**config.mk**
```make
export PLATFORM = sky130hd
export DESIGN_NAME = quoted_token_splitter
export DESIGN_NICKNAME = d
export VERILOG_FILES = /design/src/hw/rtl/qts_pkg.sv /design/src/hw/rtl/quoted_token_splitter.sv
export VERILOG_INCLUDE_DIRS = /design/src /design/src/hw/rtl
export SDC_FILE = /design/constraint.sdc
export NUM_CORES = 1
export LEC_CHECK = 0
export CELL_PAD_IN_SITES_DETAIL_PLACEMENT = 1
export CELL_PAD_IN_SITES_GLOBAL_PLACEMENT = 2
export CORE_MARGIN = 1
export CORE_UTILIZATION = 43
export DETAILED_ROUTE_END_ITERATION = 8
export DONT_BUFFER_PORTS = 1
export PLACE_DENSITY = 0.82
export SLEW_MARGIN = 20
export SYNTH_ARGS = -nofsm -noshare
export SYNTH_HDL_FRONTEND = slang
export SYNTH_SLANG_ARGS = --single-unit
```
**constraint.sdc**
```tcl
create_clock -name clk -period 4.4 [get_ports clk]
set_input_delay 1.32 -clock clk [delete_from_list [all_inputs] [get_ports clk]]
set_output_delay 1.32 -clock clk [all_outputs]
set_load 0.03 [all_outputs]
```
**src/hw/rtl/quoted_token_splitter_macros.svh**
```systemverilog
// Assertion macros for the quoted token splitter
`ifndef QUOTED_TOKEN_SPLITTER_MACROS_SVH
`define QUOTED_TOKEN_SPLITTER_MACROS_SVH

// same-cycle implication, checked outside reset
`define QTS_ASSERT_IMPLY(label, ante, cons) \
  label: assert property (@(posedge clk) disable iff (!rst_n) (ante) |-> (cons)) \
    else $error("quoted_token_splitter: same-cycle check failed");

// next-cycle implication, checked outside reset
`define QTS_ASSERT_NEXT(label, ante, cons) \
  label: assert property (@(posedge clk) disable iff (!rst_n) (ante) |=> (cons)) \
    else $error("quoted_token_splitter: next-cycle check failed");

`endif

```
**src/hw/rtl/qts_pkg.sv**
```systemverilog
// Package: types, character codes and helpers for the quoted token splitter
`timescale 1ns / 1ps

package qts_pkg;

  localparam int QDEPTH = 4;
  localparam int QAW    = $clog2(QDEPTH);
  localparam int QCW    = $clog2(QDEPTH + 1);

  localparam logic [7:0] CH_NUL   = 8'h00;
  localparam logic [7:0] CH_NL    = 8'h0A;
  localparam logic [7:0] CH_SPACE = 8'h20;
  localparam logic [7:0] CH_SEMI  = 8'h3B;
  localparam logic [7:0] CH_EQ    = 8'h3D;
  localparam logic [7:0] CH_LPAR  = 8'h28;
  localparam logic [7:0] CH_RPAR  = 8'h29;
  localparam logic [7:0] CH_PLUS  = 8'h2B;
  localparam logic [7:0] CH_MINUS = 8'h2D;
  localparam logic [7:0] CH_STAR  = 8'h2A;
  localparam logic [7:0] CH_SLASH = 8'h2F;
  localparam logic [7:0] CH_SQUOT = 8'h27;
  localparam logic [7:0] CH_DQUOT = 8'h22;

  typedef struct packed {
    logic [7:0] out_char;
    logic       char_valid;
    logic       token_end;
    logic       last_of_run;
  } result_t;

  function automatic logic is_oper(input logic [7:0] c);
    is_oper = (c == CH_SEMI) || (c == CH_EQ) || (c == CH_LPAR) || (c == CH_RPAR) ||
              (c == CH_PLUS) || (c == CH_MINUS) || (c == CH_STAR) || (c == CH_SLASH);
  endfunction

endpackage

```
**src/hw/rtl/quoted_token_splitter.sv**
```systemverilog
// Top level: byte-stream tokenizer with quoted strings and a result queue
//
//   channel  direction  handshake            payload
//   in_      input      in_valid / in_stall   in_ch
//   out_     output     out_valid / out_stall out_char, out_char_valid,
//                                             out_token_end, out_last_of_run
//
// One byte per cycle while in_stall is low: a byte is held in the input register, then its
// zero to two results are written together into a four-entry result queue.
// The input side stalls only while the queue holds more than two results.
// Synchronous active-low reset clears string and token state and empties the queue.
// Output stalls back up through the queue to in_stall; nothing is dropped.
`timescale 1ns / 1ps
`include "quoted_token_splitter_macros.svh"

module quoted_token_splitter
  import qts_pkg::*;
(
  input  logic       clk,
  input  logic       rst_n,
  input  logic       in_valid,
  output logic       in_stall,
  input  logic [7:0] in_ch,
  output logic       out_valid,
  input  logic       out_stall,
  output logic [7:0] out_char,
  output logic       out_char_valid,
  output logic       out_token_end,
  output logic       out_last_of_run
);

  logic            vld_r;
  logic [7:0]      ch_r;
  logic            inq_r, inq_nxt;
  logic            dbl_r, dbl_nxt;
  logic            tok_r, tok_nxt;
  result_t         q_r [QDEPTH];
  logic [QAW-1:0]  wp_r, rp_r;
  logic [QCW-1:0]  cnt_r, cnt_nxt;

  logic            proc, pop, in_acc;
  logic            is_quote, is_dq, close_q, term, space, oper;
  logic [1:0]      push_n;
  result_t         r0, r1;

  assign proc     = vld_r && (cnt_r <= QCW'(QDEPTH - 2));
  assign in_stall = vld_r && !proc;
  assign in_acc   = in_valid && !in_stall;
  assign pop      = out_valid && !out_stall;

  always_comb begin
    is_quote = (ch_r == CH_SQUOT) || (ch_r == CH_DQUOT);
    is_dq    = (ch_r == CH_DQUOT);
    term     = (ch_r == CH_NUL) || (ch_r == CH_NL);
    space    = (ch_r == CH_SPACE);
    oper     = is_oper(ch_r);
    close_q  = 1'b0;
    inq_nxt  = inq_r;
    dbl_nxt  = dbl_r;
    tok_nxt  = tok_r;
    push_n   = 2'd0;
    r0       = '{out_char: ch_r, char_valid: 1'b1, token_end: 1'b0, last_of_run: 1'b1};
    r1       = '{out_char: ch_r, char_valid: 1'b1, token_end: 1'b1, last_of_run: 1'b1};
    if (is_quote) begin
      if (!inq_r) begin
        inq_nxt = 1'b1;
        dbl_nxt = is_dq;
      end else if (dbl_r == is_dq) begin
        close_q = 1'b1;
        inq_nxt = 1'b0;
        dbl_nxt = 1'b0;
      end
    end
    priority if (close_q) begin
      push_n  = {1'b0, tok_r};
      r0      = '{out_char: ch_r, char_valid: 1'b1, token_end: 1'b1, last_of_run: 1'b1};
      tok_nxt = 1'b0;
    end else if (term || (!inq_nxt && space)) begin
      push_n  = {1'b0, tok_r};
      r0      = '{out_char: CH_NUL, char_valid: 1'b0, token_end: 1'b1, last_of_run: 1'b1};
      tok_nxt = 1'b0;
    end else if (!inq_nxt && oper) begin
      if (tok_r) begin
        push_n = 2'd2;
        r0     = '{out_char: CH_NUL, char_valid: 1'b0, token_end: 1'b1, last_of_run: 1'b0};
      end else begin
        push_n = 2'd1;
        r0     = r1;
      end
      tok_nxt = 1'b0;
    end else begin
      push_n  = 2'd1;
      tok_nxt = 1'b1;
    end
    if (!proc) begin
      push_n = 2'd0;
    end
    cnt_nxt = cnt_r + QCW'(push_n) - QCW'(pop);
  end

  always_ff @(posedge clk) begin
    if (!rst_n) begin
      vld_r <= 1'b0;
      inq_r <= 1'b0;
      dbl_r <= 1'b0;
      tok_r <= 1'b0;
      wp_r  <= '0;
      rp_r  <= '0;
      cnt_r <= '0;
    end else begin
      if (in_acc) begin
        vld_r <= 1'b1;
      end else if (proc) begin
        vld_r <= 1'b0;
      end
      if (proc) begin
        inq_r <= inq_nxt;
        dbl_r <= dbl_nxt;
        tok_r <= tok_nxt;
      end
      wp_r  <= wp_r + QAW'(push_n);
      rp_r  <= rp_r + QAW'(pop);
      cnt_r <= cnt_nxt;
    end
  end

  always_ff @(posedge clk) begin
    if (in_acc) begin
      ch_r <= in_ch;
    end
    if (push_n != 2'd0) begin
      q_r[wp_r] <= r0;
    end
    if (push_n == 2'd2) begin
      q_r[wp_r + QAW'(1)] <= r1;
    end
  end

  assign out_valid       = (cnt_r != '0);
  assign out_char        = q_r[rp_r].out_char;
  assign out_char_valid  = q_r[rp_r].char_valid;
  assign out_token_end   = q_r[rp_r].token_end;
  assign out_last_of_run = q_r[rp_r].last_of_run;

  `QTS_ASSERT_IMPLY(a_cnt_bound, 1'b1, cnt_r <= QCW'(QDEPTH))
  `QTS_ASSERT_IMPLY(a_noval_zero, out_valid && !out_char_valid, out_char == CH_NUL)
  `QTS_ASSERT_NEXT(a_two_push, proc && (push_n == 2'd2) && !pop, cnt_r == $past(cnt_r) + QCW'(2))
  `QTS_ASSERT_NEXT(a_quote_hold, inq_r && !(proc && is_quote), inq_r)

endmodule

```
==> key figures <==
Synth
  • Async set or reset register ratio after synthesis: 0%
  • Post-Synthesis Cells: roughly 250
  • Top-area cell type share of the netlist area: ~40%
  • Largest family of logic cells by synthesized area: simple AND/OR/NAND/NOR gates
  • Mux share of post-synthesis cell area: a little under a tenth
  • Primary FF master, synth: edfxtp_1
  • Most instantiated library cell after synthesis: edfxtp_1
  • Complex-gate fraction of the synthesized area: between 10% and 20%
  • Adder-Cell Fraction of Synth Area: under 10%
  • Yosys cell types: 50
  • EDFF count, synth: 40
  • Sequential cell area fraction in the yosys report: between 50 and 60%
  • Syn Nets: ~270
  • Area contributors post-synth: edfxtp_1 39%, dfxtp_1 15%, mux4_2 8.0%, and2_1 6.7%, nor2b_1 2.6%
  • Yosys top cell by area: edfxtp_1
  • Post-synthesis simple-gate area fraction: around 20%
  • Synth cell count leaders: 40 x edfxtp_1, 33 x and2_1, 23 x dfxtp_1
  • #FFs+latches synth: 63
  • YS warnings: 0
  • Synth Area in XOR/XNOR: 2.27%
  • Mapped Avg Cell Area: 12.4 um2
  • Synthesized cell area: 3080 um2

Clock network
  • Clk sinks: 63
  • Hold-fix buffers, CTS: 0
  • CTS tree: built
  • CTS clk-pin slew, worst paths: ~70 ps
  • CTS resizes: 0
  • Setup bufs post-CTS: 0
  • Root buf cell: clkbuf_8
  • CTS H-tree lvls: 3
  • Cts bufs inserted: 9
  • Clock latency on the worst-skew pair: around 350 ps
  • CTS max path bufs: 2

Power
  • Pwr/cell area: between 500 and 600 nW/um2
  • Internal power: approximately 1200 uW
  • Maximum vdd drop: approximately 250 uV
  • Sequential power share: between 40% and 50%
  • Clk network pwr share: 30.3%
  • Leakage: ~0.0012 uW
  • Switch share: approximately 32%
  • Gate power share: ~25%
  • Switch Pwr: between 500 and 600 uW
  • Power Total: 1800 uW

STA
  • Fmax: 0.255 GHz
  • Period minus WS final: 3910 ps
  • Slew margin rel.: 42.8%
  • RSZ-0062 raised after global routing: no
  • Period utilisation layout: roughly nine tenths
  • Setup TNS: 0 ps
  • Final worst slack: 486 ps
  • Fin. max-slew vios: 0
  • Final setup vio count: 0
  • Slew @ Worst Pin: ~860 ps
  • Final hold violations: 0
  • Final Skew: roughly 9.3 ps

Placed design
  • Port Buffers: 0
  • Placed wire-length estimate: 4540 um
  • Gpl congestion: 0.780
  • Placed cell areas: around 3200 um2
  • Setup slack after placement: roughly 510 ps

Critical path
  • CP startpoint kind: flip-flop
  • Crit path arrival time: ~4200 ps
  • Crit Path Max Fanout: 8
  • Required time of the worst setup path: ~4700 ps
  • FF-to-FF setup slack: 490 ps
  • Element type at the critical path end: flip-flop
  • Worst r2r path cells: 14
  • R2R Path Start: ch_r[4]$_DFFE_PP_
  • Crit path kind: reg2reg
  • FF-to-FF End: cnt_r[2]$_SDFF_PN0_

Finish
  • Design area: 3380 um2
  • Area grow syn2layout: 9.57%
  • NumNets Final: about 270
  • Layout cells sized above 1: between 15 and 20%
  • Util after Layout: 49.2%
  • Antenna cells: 0
  • Filler Cell Count: roughly 740

Drt
  • ANT nets after route: 0
  • Wire per inst: between 15 and 20 um
  • Vias: between 1500 and 2000
  • First-pass DRT Iterations: 4
  • DRC violations left: 0
  • Initial DRC count: about 100
  • Detailed Route WL: 6410 um
  • Vias per cell: ~5.5

Floorplan
  • Placement Rows: 30
  • Die Y: 86.7 um
  • Total core area: just under 7000 um2
  • Starting density of the core: 44.9%
  • I/O Pins: 25
  • Area of the die: 7520 um2
  • Die Wd: 86.7 um

GRT
  • Global-route wire length before repair: around 11000 um
  • Gr usage total: roughly 20%
  • Vias in the first global route: roughly 2000
  • Pin count of the biggest net entering global routing: 14
  • Grt total ovfl: 0
  • Initial antenna violation count: 0

Status
  • Status: completed

Hold path
  • HP Start: q_r[0][2]$_SDFFE_PP1P_
  • Hold endpoint: q_r[0][2]$_SDFFE_PP1P_
  • Worst Hold Class: reg2reg
  • WHS Path Cells: 1

Job
  • Max cap viols: 0
## layout make-up
type	instances	area (um2)	area share (%)
Tap cell	96	120	3.55
Sequential cell	63	1660	49.2
Multi-Input combinational cell	169	1360	40.2
Clock inverter	6	86.3	2.55
Timing Repair Buffer	1	7.51	0.222
Inverter	6	22.5	0.666
Clock buffer	9	124	3.67
## layout by cell type (no fill, tap or decap), types with 2 or more instances in the layout
cell	count
edfxtp_1	40
xnor2_1	3
mux4_2	11
a211o_1	2
nand2_1	15
nor3_1	2
ha_1	5
nand4_1	2
nand3_1	9
nor2b_1	13
inv_1	6
dfxtp_1	23
nand2b_1	4
clkinv_2	2
bufinv_16	2
xor2_1	5
nor2_1	7
o21ai_0	6
or2_2	2
and3_1	2
a21oi_1	9
and2_1	33
a221o_1	2
mux2_2	2
a21o_1	3
nor3b_1	3
or3_1	3
nor4_1	3
o31ai_4	3
clkbuf_8	9
## worst max-delay path, cell delays in order (launching register included)
cell and delay, ps:
edfxtp_1 500, or4b_1 720, a211oi_4 300, mux2i_2 500, nand2_1 180, and3_1 240, inv_1 60, ha_1 220
inv_1 60, ha_1 130, inv_1 50, fa_1 380, xor2_1 220, xnor2_1 90, and2_1 150
## metal layers
metal	vias to the layer above	wire, um	global-route usage [%]	part of all wire (%)
li1	915	-	-	-
met1	956	2930	25.0	46
met2	42	3070	31.2	48
met3	12	301	5.71	4.7
met4	0	120	8.03	1.9
met5	-	0	0	0
## sequential cells by signal, summed over array words and instances (netlist names)
signal,count
ch_r,8
cnt_r,3
dbl_r,1
inq_r,1
q_r,44
rp_r,2
tok_r,1
vld_r,1
wp_r,2
## how the worst max path moves through the flow
stage                      startpoint                  end  slack [ps]  cells past startpoint
global route        ch_r[4]$_DFFE_PP_  cnt_r[2]$_SDFF_PN0_         200                     14
CTS                 ch_r[4]$_DFFE_PP_  cnt_r[2]$_SDFF_PN0_         450                     14
floorplan           ch_r[4]$_DFFE_PP_  cnt_r[2]$_SDFF_PN0_         960                     15
global placement    ch_r[4]$_DFFE_PP_  cnt_r[2]$_SDFF_PN0_         650                     14
finish              ch_r[4]$_DFFE_PP_  cnt_r[2]$_SDFF_PN0_         490                     14
detailed placement  ch_r[4]$_DFFE_PP_  cnt_r[2]$_SDFF_PN0_         510                     14
## stage by stage
stage	cells	hold WS [ps]
after floorplan	249	420
after global placement	335	438
after detailed placement	335	449
after CTS	350	464
after global routing	350	495
final	350	457
## cells by family (layout without fill, tap and decap cells)
logic type,Yosys count,after routing
buffers and inverters,17,22
xor gates and xnor gates,8,8
adders and majority gates,6,6
and+or+nand+nor,105,105
AOI/OAI and AO/OA,36,36
DFF,63,63
muxes,14,14
## power by group through the flow
| stage | logic, uW | clock network [uW] | registers, uW |
|---|---|---|---|
| detailed placement | 449 | 0 | 829 |
| CTS | 455 | 556 | 816 |
| finish | 445 | 546 | 813 |
| floorplan | 423 | 0 | 767 |
| global route | 488 | 580 | 829 |
| global placement | 441 | 0 | 825 |
No activity file was read; power rests on OpenSTA's default activity.
